<file path="src/design/ple_pkg.sv">
package ple_pkg;

  localparam int SEG_REGS   = 4;
  localparam int SEG_W      = 48;
  localparam int DUR_W      = 32;
  localparam int LVL_W      = 16;
  localparam int RATE_W     = 18;
  localparam int SEGCNT_W   = 3;
  localparam int START_W    = 32;
  localparam int COUNT_W    = 7;
  localparam int LEN_W      = 34;
  localparam int POS_W      = 36;
  localparam int T_W        = 33;
  localparam int QUO_W      = 17;
  localparam int DIVCNT_W   = 5;
  localparam int INDEX_W    = 3;

  localparam logic [COUNT_W-1:0]  MAX_RUN      = 7'd64;
  localparam logic [SEGCNT_W-1:0] MAX_SEGMENTS = 3'd4;
  localparam logic [RATE_W-1:0]   RATE_RESET   = 18'd48000;

  localparam logic [INDEX_W-1:0] REG_SEG0    = 3'd0;
  localparam logic [INDEX_W-1:0] REG_SEG1    = 3'd1;
  localparam logic [INDEX_W-1:0] REG_SEG2    = 3'd2;
  localparam logic [INDEX_W-1:0] REG_SEG3    = 3'd3;
  localparam logic [INDEX_W-1:0] REG_SEGCNT  = 3'd4;
  localparam logic [INDEX_W-1:0] REG_RATE    = 3'd5;

  typedef struct packed {
    logic [SEG_REGS-1:0][SEG_W-1:0] seg;
    logic [SEGCNT_W-1:0]            used;
    logic [RATE_W-1:0]              rate;
  } cfg_t;

  typedef struct packed {
    logic [START_W-1:0] start;
    logic [COUNT_W-1:0] count;
  } req_t;

  typedef enum logic [2:0] {
    ST_IDLE,
    ST_LEN,
    ST_WALK,
    ST_MUL,
    ST_DIV,
    ST_EMIT
  } state_t;

endpackage

</file>
<file path="src/design/ple_front.sv">
module ple_front (
  input  logic                         clk,
  input  logic                         rst,
  input  logic                         in_valid,
  output logic                         in_stall,
  input  logic [ple_pkg::START_W-1:0]  start_sample,
  input  logic [ple_pkg::COUNT_W-1:0]  sample_count,
  input  logic                         pop,
  output logic                         req_valid,
  output ple_pkg::req_t                req
);

  ple_pkg::req_t              q [2];
  logic                       wr_ptr;
  logic                       rd_ptr;
  logic [1:0]                 fill;
  logic                       accept;
  logic                       push;
  logic [ple_pkg::COUNT_W-1:0] count_sat;

  assign in_stall  = (fill == 2'd2);
  assign accept    = in_valid && !in_stall;
  // drop empty runs here, the back end never sees them
  assign push      = accept && (sample_count != '0);
  assign count_sat = (sample_count > ple_pkg::MAX_RUN) ? ple_pkg::MAX_RUN : sample_count;
  assign req_valid = (fill != 2'd0);
  assign req       = q[rd_ptr];

  always_ff @(posedge clk) begin
    if (push) begin
      q[wr_ptr].start <= start_sample;
      q[wr_ptr].count <= count_sat;
    end
  end

  always_ff @(posedge clk) begin
    if (rst) begin
      wr_ptr <= 1'b0;
      rd_ptr <= 1'b0;
      fill   <= 2'd0;
    end else begin
      if (push) wr_ptr <= ~wr_ptr;
      if (pop)  rd_ptr <= ~rd_ptr;
      fill <= fill + {1'b0, push} - {1'b0, pop};
    end
  end

  a_fill_bound: assert property (@(posedge clk) disable iff (rst) fill <= 2'd2)
    else $error("queue fill out of range");
  a_no_pop_empty: assert property (@(posedge clk) disable iff (rst) pop |-> fill != 2'd0)
    else $error("pop from empty queue");
  a_push_count: assert property (@(posedge clk) disable iff (rst)
    push |=> fill != 2'd0)
    else $error("push did not land in queue");

endmodule

</file>
<file path="src/design/ple_back.sv">
module ple_back (
  input  logic                        clk,
  input  logic                        rst,
  input  ple_pkg::cfg_t               cfg,
  input  logic                        req_valid,
  input  ple_pkg::req_t               req,
  output logic                        pop,
  output logic                        out_valid,
  input  logic                        out_stall,
  output logic [ple_pkg::LVL_W-1:0]   level,
  output logic                        last
);

  ple_pkg::state_t state, state_next;

  logic [ple_pkg::SEG_REGS-1:0][ple_pkg::LEN_W-1:0] len;
  logic [ple_pkg::SEGCNT_W-1:0]  k;
  logic [ple_pkg::SEGCNT_W-1:0]  used;
  logic [ple_pkg::T_W-1:0]       t;
  logic [ple_pkg::COUNT_W-1:0]   left;
  logic [ple_pkg::POS_W-1:0]     seg_start;
  logic signed [ple_pkg::LVL_W-1:0] prev;
  logic [ple_pkg::LEN_W-1:0]     off;
  logic signed [ple_pkg::QUO_W-1:0] diff;
  logic [ple_pkg::LEN_W-1:0]     div_len;
  logic signed [51:0]            prod;
  logic                          neg;
  logic [ple_pkg::LEN_W-1:0]     rem;
  logic [ple_pkg::QUO_W-1:0]     dq;
  logic [ple_pkg::DIVCNT_W-1:0]  divcnt;
  logic [ple_pkg::LVL_W-1:0]     result;

  logic [ple_pkg::LEN_W-1:0]     cur_len;
  logic signed [ple_pkg::LVL_W-1:0] cur_tgt;
  logic [ple_pkg::POS_W-1:0]     seg_end;
  logic                          hit;
  logic                          walk_done;
  logic [ple_pkg::DUR_W+ple_pkg::RATE_W-1:0] len_prod;
  logic [51:0]                   mag;
  logic [ple_pkg::LEN_W:0]       shifted;
  logic                          ge;
  logic [ple_pkg::QUO_W-1:0]     sum;
  logic                          load;

  assign used = (cfg.used > ple_pkg::MAX_SEGMENTS) ? ple_pkg::MAX_SEGMENTS : cfg.used;
  assign cur_len  = len[k[1:0]];
  assign cur_tgt  = $signed(cfg.seg[k[1:0]][ple_pkg::LVL_W-1:0]);
  assign seg_end  = seg_start + {2'b0, cur_len};
  assign walk_done = (k == used);
  assign hit      = !walk_done && (cur_len != '0) && ({3'b0, t} < seg_end);
  assign len_prod = cfg.seg[k[1:0]][ple_pkg::SEG_W-1:16] * cfg.rate;
  assign mag      = prod[51] ? 52'(-prod) : 52'(prod);
  assign shifted  = {rem, dq[ple_pkg::QUO_W-1]};
  assign ge       = shifted >= {1'b0, div_len};
  assign sum      = neg ? (17'(prev) - dq) : (17'(prev) + dq);

  always_comb begin
    state_next = state;
    case (state)
      ple_pkg::ST_IDLE: if (req_valid) state_next = ple_pkg::ST_LEN;
      ple_pkg::ST_LEN:  if (k == 3'd3) state_next = ple_pkg::ST_WALK;
      ple_pkg::ST_WALK: begin
        if (walk_done)  state_next = ple_pkg::ST_EMIT;
        else if (hit)   state_next = ple_pkg::ST_MUL;
      end
      ple_pkg::ST_MUL:  state_next = ple_pkg::ST_DIV;
      ple_pkg::ST_DIV:  if (divcnt == 5'(ple_pkg::QUO_W + 1)) state_next = ple_pkg::ST_EMIT;
      ple_pkg::ST_EMIT: begin
        if (load) state_next = (left == 7'd1) ? ple_pkg::ST_IDLE : ple_pkg::ST_WALK;
      end
      default: state_next = ple_pkg::ST_IDLE;
    endcase
  end

  always_comb begin
    pop  = (state == ple_pkg::ST_IDLE) && req_valid;
    load = (state == ple_pkg::ST_EMIT) && (!out_valid || !out_stall);
  end

  always_ff @(posedge clk) begin
    if (rst) state <= ple_pkg::ST_IDLE;
    else     state <= state_next;
  end

  always_ff @(posedge clk) begin
    case (state)
      ple_pkg::ST_IDLE: begin
        t    <= {1'b0, req.start};
        left <= req.count;
        k    <= '0;
      end
      ple_pkg::ST_LEN: begin
        len[k[1:0]] <= len_prod[ple_pkg::DUR_W+ple_pkg::RATE_W-1:16];
        k <= (k == 3'd3) ? 3'd0 : k + 3'd1;
        seg_start <= '0;
        prev <= '0;
      end
      ple_pkg::ST_WALK: begin
        if (walk_done) begin
          result <= prev;
        end else if (hit) begin
          off     <= ple_pkg::LEN_W'({3'b0, t} - seg_start);
          diff    <= 17'(cur_tgt) - 17'(prev);
          div_len <= cur_len;
        end else begin
          seg_start <= seg_end;
          prev <= cur_tgt;
          k <= k + 3'd1;
        end
      end
      ple_pkg::ST_MUL: begin
        prod <= $signed({1'b0, off}) * diff;
      end
      ple_pkg::ST_DIV: begin
        if (divcnt == '0) begin
          // quotient fits 17 bits, so the top of the dividend is already a remainder
          neg <= prod[51];
          rem <= mag[50:17];
          dq  <= mag[16:0];
        end else if (divcnt != 5'(ple_pkg::QUO_W + 1)) begin
          rem <= ge ? ple_pkg::LEN_W'(shifted - {1'b0, div_len}) : shifted[ple_pkg::LEN_W-1:0];
          dq  <= {dq[ple_pkg::QUO_W-2:0], ge};
        end else begin
          result <= sum[ple_pkg::LVL_W-1:0];
        end
      end
      ple_pkg::ST_EMIT: begin
        if (load) begin
          left <= left - 7'd1;
          t    <= t + 33'd1;
          k    <= '0;
          seg_start <= '0;
          prev <= '0;
        end
      end
      default: ;
    endcase
  end

  // divide runs a setup step, 17 quotient steps and a final step to apply the sign
  always_ff @(posedge clk) begin
    if (rst) begin
      divcnt <= '0;
    end else if (state == ple_pkg::ST_DIV) begin
      divcnt <= (divcnt == 5'(ple_pkg::QUO_W + 1)) ? '0 : divcnt + 5'd1;
    end
  end

  always_ff @(posedge clk) begin
    if (rst) begin
      out_valid <= 1'b0;
    end else if (load) begin
      out_valid <= 1'b1;
    end else if (!out_stall) begin
      out_valid <= 1'b0;
    end
  end

  always_ff @(posedge clk) begin
    if (load) begin
      level <= result;
      last  <= (left == 7'd1);
    end
  end

  a_walk_bound: assert property (@(posedge clk) disable iff (rst)
    state == ple_pkg::ST_WALK |-> k <= used)
    else $error("segment walk ran past used segments");
  a_load_shows: assert property (@(posedge clk) disable iff (rst) load |=> out_valid)
    else $error("loaded word not presented");
  a_div_bound: assert property (@(posedge clk) disable iff (rst)
    divcnt <= 5'(ple_pkg::QUO_W + 1))
    else $error("divide counter overrun");

endmodule

</file>
<file path="src/design/piecewise_linear_envelope.sv">
// Channel  | valid      | stall      | word
// request  | in_valid   | in_stall   | start_sample, sample_count
// level    | out_valid  | out_stall  | level, last
// config   | cfg_write  | (none)     | cfg_index, cfg_data
//
// Per request: a pop in IDLE, then segment-length multiplies for all 4 segment registers.
// Per level: a walk over the used segments, then on a ramp a multiply and a divide
// (setup, 17 restoring quotient steps, sign), then an emit step that out_stall can hold.
// Two requests queue in front of the engine; in_stall rises when both are taken.
// Output is a single register; out_stall holds the engine in its emit cycle.
// Reset (rst, synchronous) clears the queue, engine and segment registers.
module piecewise_linear_envelope (
  input  logic                           clk,
  input  logic                           rst,
  input  logic                           in_valid,
  output logic                           in_stall,
  input  logic [ple_pkg::START_W-1:0]    start_sample,
  input  logic [ple_pkg::COUNT_W-1:0]    sample_count,
  output logic                           out_valid,
  input  logic                           out_stall,
  output logic [ple_pkg::LVL_W-1:0]      level,
  output logic                           last,
  input  logic                           cfg_write,
  input  logic [ple_pkg::INDEX_W-1:0]    cfg_index,
  input  logic [ple_pkg::SEG_W-1:0]      cfg_data
);

  ple_pkg::cfg_t cfg;
  ple_pkg::req_t req;
  logic          req_valid;
  logic          pop;

  // configuration registers; unknown indexes drop the write
  always_ff @(posedge clk) begin
    if (rst) begin
      cfg.seg  <= '0;
      cfg.used <= '0;
      cfg.rate <= ple_pkg::RATE_RESET;
    end else if (cfg_write) begin
      case (cfg_index)
        ple_pkg::REG_SEG0:   cfg.seg[0] <= cfg_data;
        ple_pkg::REG_SEG1:   cfg.seg[1] <= cfg_data;
        ple_pkg::REG_SEG2:   cfg.seg[2] <= cfg_data;
        ple_pkg::REG_SEG3:   cfg.seg[3] <= cfg_data;
        ple_pkg::REG_SEGCNT: cfg.used <= cfg_data[ple_pkg::SEGCNT_W-1:0];
        ple_pkg::REG_RATE:   cfg.rate <= cfg_data[ple_pkg::RATE_W-1:0];
        default: ;
      endcase
    end
  end

  ple_front u_front (
    .clk          (clk),
    .rst          (rst),
    .in_valid     (in_valid),
    .in_stall     (in_stall),
    .start_sample (start_sample),
    .sample_count (sample_count),
    .pop          (pop),
    .req_valid    (req_valid),
    .req          (req)
  );

  ple_back u_back (
    .clk       (clk),
    .rst       (rst),
    .cfg       (cfg),
    .req_valid (req_valid),
    .req       (req),
    .pop       (pop),
    .out_valid (out_valid),
    .out_stall (out_stall),
    .level     (level),
    .last      (last)
  );

endmodule
</file>
<file path="config.mk">
export PLATFORM = sky130hd
export DESIGN_NAME = piecewise_linear_envelope
export DESIGN_NICKNAME = d
export VERILOG_FILES = /design/src/design/ple_pkg.sv /design/src/design/ple_front.sv /design/src/design/ple_back.sv /design/src/design/piecewise_linear_envelope.sv
export SDC_FILE = /design/constraint.sdc
export NUM_CORES = 2
export LEC_CHECK = 0
export BUFFER_PORTS_ARGS = -buffer_cell sky130_fd_sc_hd__buf_4
export CORE_MARGIN = 1.5
export CORE_UTILIZATION = 35
export CTS_CLUSTER_SIZE = 24
export DETAILED_ROUTE_END_ITERATION = 7
export HOLD_SLACK_MARGIN = 0.06
export PLACE_DENSITY_LB_ADDON = 0.08
export SLEW_MARGIN = 20
export SYNTH_ARGS = -nofsm -noshare
export SYNTH_HDL_FRONTEND = slang
export SYNTH_SLANG_ARGS = --single-unit
</file>
<file path="constraint.sdc">
create_clock -name clk -period 21.8 [get_ports clk]
set_clock_uncertainty 0.05 [all_clocks]
set_input_delay 1.09 -clock clk [delete_from_list [all_inputs] [get_ports clk]]
set_output_delay 1.09 -clock clk [all_outputs]
set_load 0.005 [all_outputs]
</file>
* After elaboration in Yosys (flattened, before gate mapping) *
Memories as Yosys holds them, arrays and structs flattened. A register that Yosys moved wholly into a read port is not among the register bits.
Index checks and enable logic that the tools add are counted.

cells by class
  add/subtract/negate cells = 13
  multipliers = 2
  divide/modulo/power cells = 0
  order comparisons = 6
  equal/unequal tests = 27
  shifts and indexed selects = 0
  multiplexer cells = 52
  bitwise gates (word level) = 3
  reductions and logical operators = 37

operators with widths
  operator                                                         number
  34-bit 2-to-1 mux                                                5
  136-bit bitwise mux                                              1
  16-bit 2-to-1 mux                                                7
  36-bit 2-to-1 mux                                                3
  36-bit one-hot mux with 3 select lines                           1
  48-bit binary-select mux with 2-bit select                       1
  34-bit binary-select mux with 2-bit select                       1
  34-bit demux with 2-bit select                                   1
  33-bit one-hot mux with 2 select lines                           1
  35-bit by 17-bit multiplier with 52-bit output                   1
  51-bit 2-to-1 mux                                                1
  51-bit negation                                                  1
  32-bit by 18-bit multiplier with 50-bit output                   1
  48-bit 2-to-1 mux                                                1
  16-bit one-hot mux with 3 select lines                           1
  36-bit by 34-bit adder with 36-bit output                        1
  33-bit by 36-bit less-than comparator with 1-bit output          1
  35-bit by 34-bit greater-or-equal comparator with 1-bit output   1
  17-bit 2-to-1 mux                                                2
  34-bit nonzero test                                              1
  33-bit by 34-bit subtractor with 34-bit output                   1
  34-bit subtractor                                                1
  33-bit by 1-bit adder with 33-bit output, second input constant  1
  3-bit 2-to-1 mux                                                 11
  other kinds (46)                                                 93

word-level totals
  register bits after elaboration = 679
  latch bits = 0
  memory bits (writable) = 78
  memory bits (read-only) = 0
  input bits = 95
  output and inout bits = 19
  word-level logic and storage cells = 172
  memories kept = 1

memory list
  memory     words  width  read ports  clocked after Yosys merged registers in  wr ports  line             text
  u_front.q  2      39     1           1                                        1         ple_front.sv:13  ple_pkg::req_t q [2];

* Longest topological paths before layout *
  word-level depth = 9
  mapped depth = 32
  gate-level depth less buffers = 25

* Cells and area by module *
From an unflattened synthesis, not the netlist that was laid out.

unflattened totals
  cell total of the unflattened synthesis = 7,505
  area, all modules = 74,898.1 µm²

by module, submodules not included
  module                     instances  cells an instance  area each (µm²)  seq. area each (µm²)
  ple_back                   1          6,594              63,438.3         13,783.2
  piecewise_linear_envelope  1          756                8,369.3          4,264.1
  ple_front                  1          155                3,090.5          2,442.3

* Worst setup path after synthesis *
Ideal clock, no wire load.

  path kind = register to register
  start point = reg u_back.k[0] (netlist bit)
  end point = reg u_back.diff[0] (netlist bit), enable pin
  library setup time = 0.682 ns
  data arrival time = 11.827 ns
  required time = 21.068 ns
  setup slack = 9.242 ns
  cell stages (with the launch flop) = 22
  buffers on the path = 2
  clock period less this slack = 12.558 ns
  cells stage by stage = edfxtp_1 -> buf_4 -> buf_4 -> mux4_2 -> ha_1 -> fa_1 -> a211o_1 -> a2111oi_2 -> o21ai_1 -> nor4_2 -> o31a_1 -> o21ai_1 -> a21o_1 -> a21oi_1 -> xor2_1 -> ha_1 -> a21o_1 -> a211oi_1 -> o211ai_1 -> a21oi_1 -> a211oi_1 -> a311oi_1

on the way
  longest elaborated chain between the ends = 6
  elaborated cells on any way between the ends = 11
  those cells by class = add/sub (1); order compare (1); eq/ne (1); mux (2); bitwise (1); reduce/logical (5)

RTL lines
  item                                                                                                 line                            text
  start, declared                                                                                      ple_back.sv:17                  logic [ple_pkg::SEGCNT_W-1:0] k;
  start signal, assigned                                                                               ple_back.sv:94                  k <= (k == 3'd3) ? 3'd0 : k + 3'd1;
  start signal, assigned                                                                               ple_back.sv:108                 k <= k + 3'd1;
  34-bit binary-select mux with 2-bit select (*)                                                       ple_back.sv:46                  assign cur_len = len[k[1:0]];
  34-bit 2-to-1 mux (implied by the code) (*)                                                          ple_back.sv:46
  net u_back.cur_len (one bit)                                                                         ple_back.sv:33                  logic [ple_pkg::LEN_W-1:0] cur_len;
  36-bit by 34-bit adder with 36-bit output / 34-bit nonzero test (equally long branches)              ple_back.sv:48, ple_back.sv:50
  33-bit by 36-bit less-than comparator with 1-bit output / 1-bit logical AND (equally long branches)  ple_back.sv:50                  assign hit = !walk_done && (cur_len != '0) && ({3'b0, t} < seg_end);
  1-bit logical AND (*)                                                                                ple_back.sv:50
  3-bit AND reduction (no source line) (*)                                                             --
  end signal, assigned                                                                                 ple_back.sv:103                 diff <= 17'(cur_tgt) - 17'(prev);
  end, declared                                                                                        ple_back.sv:24                  logic signed [ple_pkg::QUO_W-1:0] diff;

Mark *: on every way through the listed nets, which the timed path passes. The rest lies on a longest branch. The select of a mux whose other input is x is not followed.
A chain may end at the register's enable or synchronous reset.

* Worst setup path after layout *
  start point = reg u_back.diff[16] (netlist bit)
  end point = reg u_back.prod[45] (data pin)

on the way
  longest elaborated chain between the ends = 1

RTL lines
  item                                            line             text
  35-bit by 17-bit multiplier with 52-bit output  ple_back.sv:112  prod <= $signed({1'b0, off}) * diff;
  end signal, assigned                            ple_back.sv:112
  end, declared                                   ple_back.sv:26   logic signed [51:0] prod;

No other way between the ends.

==> results.md <==
- Grt total ovfl: 0
- Buf+Inv Stages, Crit Path: 4
- Period minus WS final: 9490 ps
- TritonCTS clock tree: built
- Post-synth EDFFs: 531
- MaxCap Viol Count: 0
- Clock Tree Buf Depth: 3
- Clk sinks: between 700 and 800
- Core area: about 0.21 sq mm
- Seq cells post-synth: around 760
- CP max stage cell: a2111oi_1
- Fillers: roughly 21000
- Ys flop type: edfxtp_1
- Most Frequent Cell on Critical Path: fa_1
- Kind of start point of the critical path: register
- Outcome: finished, final reports clean
- First-pass DRT Iterations: 5
- Slew headroom: 0.192
- Critical path peak fanout: 21
- Hold Vio Cnt, Final: 0
- Crit path max-delay family: adder cells
- Cell row count: between 150 and 200
- Non-Filler Instances: roughly 10000
- Final WL: around 220000 um
- Post-Syn Area: between 0.07 and 0.08 sq mm
- H-tree depth: 3
- Root Driver: clkbuf_16
- Post-CTS Setup Inserts: 0
- Die W: 462 um
- Final worst-path cycle share: 0.435
- Area Growth Syn to Fin: 9.20%
- Worst Tran Pin Value: between 1000 and 1500 ps
- DP HPWL: roughly 160000 um
- Die area: about 0.21 sq mm
- Placed Instances: between 10000 and 15000
- Clk slew on worst S/H paths: about 60 ps
- Clk_lat worst skew: 720 ps
- Nets: between 9000 and 10000
- Die Ht: 462 um
- Number of port buffers: 113
- Vias: between 50000 and 60000
- Required @ worst endpoint: roughly 22000 ps
- RSZ-0062 raised after global routing: no
- Starting DRT DRC Count: 2930
- Syn Nets: just over 9000
- Yosys warning count: 0
- Crit path DAT: 9890 ps
- Via/cell ratio: 4.98
- Synth async-reset ratio: 0
- Pins Over Slew Limit: 0
- Post-Route Hold Slack: around 370 ps
- Min-delay worst type: register to register
- First-pass GRT wire length: approximately 340000 um
- Post-synth cell types: between 80 and 90
- Final Wtd Congestion: 0.827
- Initial Util: 0.352
- # setup viols final: 0
- Clock buffer count from CTS: 87
- Wirelength per Cell: between 20 and 25 um
- Largest net degree at the start of global routing: 83
- Max incr delay on CP: about 1100 ps
- Final ANT Viol Nets: 0
- GRT Total Usage: 0.212
- Initial antenna violation count: 10
- Layout cells sized above 1: 0.0652
- Crit-path cells: buf_4 -> clkinv_1 -> nor2_1 -> fa_1 -> fa_1 -> fa_1 -> fa_1 -> fa_1 -> inv_1 -> fa_1 -> inv_1 -> ha_1 -> and4_1 -> and4_1 -> nand3_1 -> a2111oi_1 -> o211ai_1 -> a31oi_1 -> o221ai_1 -> o21ai_0 -> a211oi_1 -> xnor2_1
- F_max: roughly 110 MHz
- Number of global-route vias before repair: 55167
- Critical setup path kind: register to register
- Sequential element share of the synthesized area: 0.278
- CP endpoint kind: register
- PostCTS Resize Cnt: 0
- Post-Syn Instances: 7618
- Setup TNS: 0 ps
- Syn_area_per_cell: 9.68 sq um
- Hold buffer count at cts: 0
- Post-route DRC violation count: 0
- Num ports: roughly 110
-- metrics by stage --
stage,util,setup WS [ps],instance area [sq um]
4_1_cts,0.384,12330,80500
3_3_place_gp,0.371,12430,77600
6_report,0.385,12310,80500
5_1_grt,0.384,11850,80500
3_5_place_dp,0.371,12370,77600
2_1_floorplan,-,9240,73700
-- worst paths after layout --
| check | from | endpoint | slack, ps | cells after the start |
|---|---|---|---|---|
| min reg2reg | u_back.result[5] | u_back.level[5] | 370 | 0 |
| max reg2reg | u_back.diff[16] | u_back.prod[45] | 12310 | 22 |
| max | u_back.diff[16] | u_back.prod[45] | 12310 | 22 |
| min | u_back.result[5] | u_back.level[5] | 370 | 0 |
-- registers in the layout (all words and copies together) (netlist names), 33 cells and up, named ones only --
register,flops
u_back.t,33
u_front.q,78
u_back.off,34
u_back.rem,34
cfg,213
u_back.seg_start,36
u_back.div_len,34
u_back.prod,52
u_back.len,136
-- routing by layer --
layer,vias to the layer above,global-route usage,wire length (um)
met1,26783,0.293,102000
met3,196,0.0184,6960
met5,-,0,0
met4,0,0.0412,3750
met2,847,0.362,108000
li1,24336,-,-
-- cell families (layout without fill, tap and decap cells) --
group,after synthesis,count (layout),synth area share
AO/OA/AOI/OAI,967,967,0.0791
XOR/XNOR,287,287,0.0341
adder cells (fa/ha/maj),1425,1425,0.340
buffers and inverters,1589,1625,0.0820
flip-flops,758,758,0.278
multiplexers,153,153,0.0348
other,0,5,0
AND/OR/NAND/NOR,2439,2439,0.152
-- Yosys cell counts, types with 10 or more instances --
cell type  instances  area, sq um
nand2_1         1323         4970
inv_1           1256         4710
fa_1             962        19300
edfxtp_1         531        15900
ha_1             463         5790
a21oi_1          441         2210
and2_1           432         2700
clkbuf_1         283         1060
nor2_1           280         1050
dfxtp_1          227         4540
o21ai_0          174          871
xnor2_1          173         1520
xor2_1           114          998
mux4_2            82         1850
a21o_1            76          571
mux2i_1           67          671
nand3_1           62          310
nor3_1            56          280
and3_1            53          332
nand2b_1          50          313
nor2b_1           46          288
a211oi_1          38          285
o21a_1            35          263
nand4_1           33          206
buf_2             31          155
o21bai_1          24          180
o31ai_1           23          173
a31oi_1           22          138
o211ai_1          21          158
nor4_1            18          113
or3_1             17          106
o41ai_1           15          131
a21boi_0          13         97.6
and4_1            11         96.3
o221ai_1          11         96.3
nand3b_1          10         75.1
or2_2             10         62.6
-- final cells by class --
class	count	area, sq um	share of cell area
clock inverter	46	439	0.00546
inverter	1256	4710	0.0586
timing repair buffer	207	1570	0.0194
clock buffer	116	2460	0.0306
tap	2805	3510	0.0436
antenna	5	12.5	0.000155
sequential	758	20500	0.255
multi-input combinational	5271	47300	0.588
-- layout by cell type (no fill, tap or decap), types with 15 or more instances in the layout --
master,count
a211oi_1,38
a21o_1,76
a21oi_1,439
a31oi_1,22
and2_1,428
and3_1,52
buf_4,205
clkbuf_1,15
clkbuf_16,90
dfxtp_1,213
edfxtp_1,531
fa_1,962
ha_1,463
inv_1,1255
mux2i_1,67
mux4_2,82
nand2_1,1319
nand2b_1,50
nand3_1,61
nand4_1,33
nor2_1,277
nor2b_1,44
nor3_1,56
nor4_1,18
o211ai_1,21
o21a_1,35
o21ai_0,174
o21bai_1,24
o31ai_1,23
o41ai_1,15
or3_1,17
xnor2_1,173
xor2_1,114
Power is not shown: default switching activity piles up to over one toggle a cycle in this logic, so the estimate is an artifact.
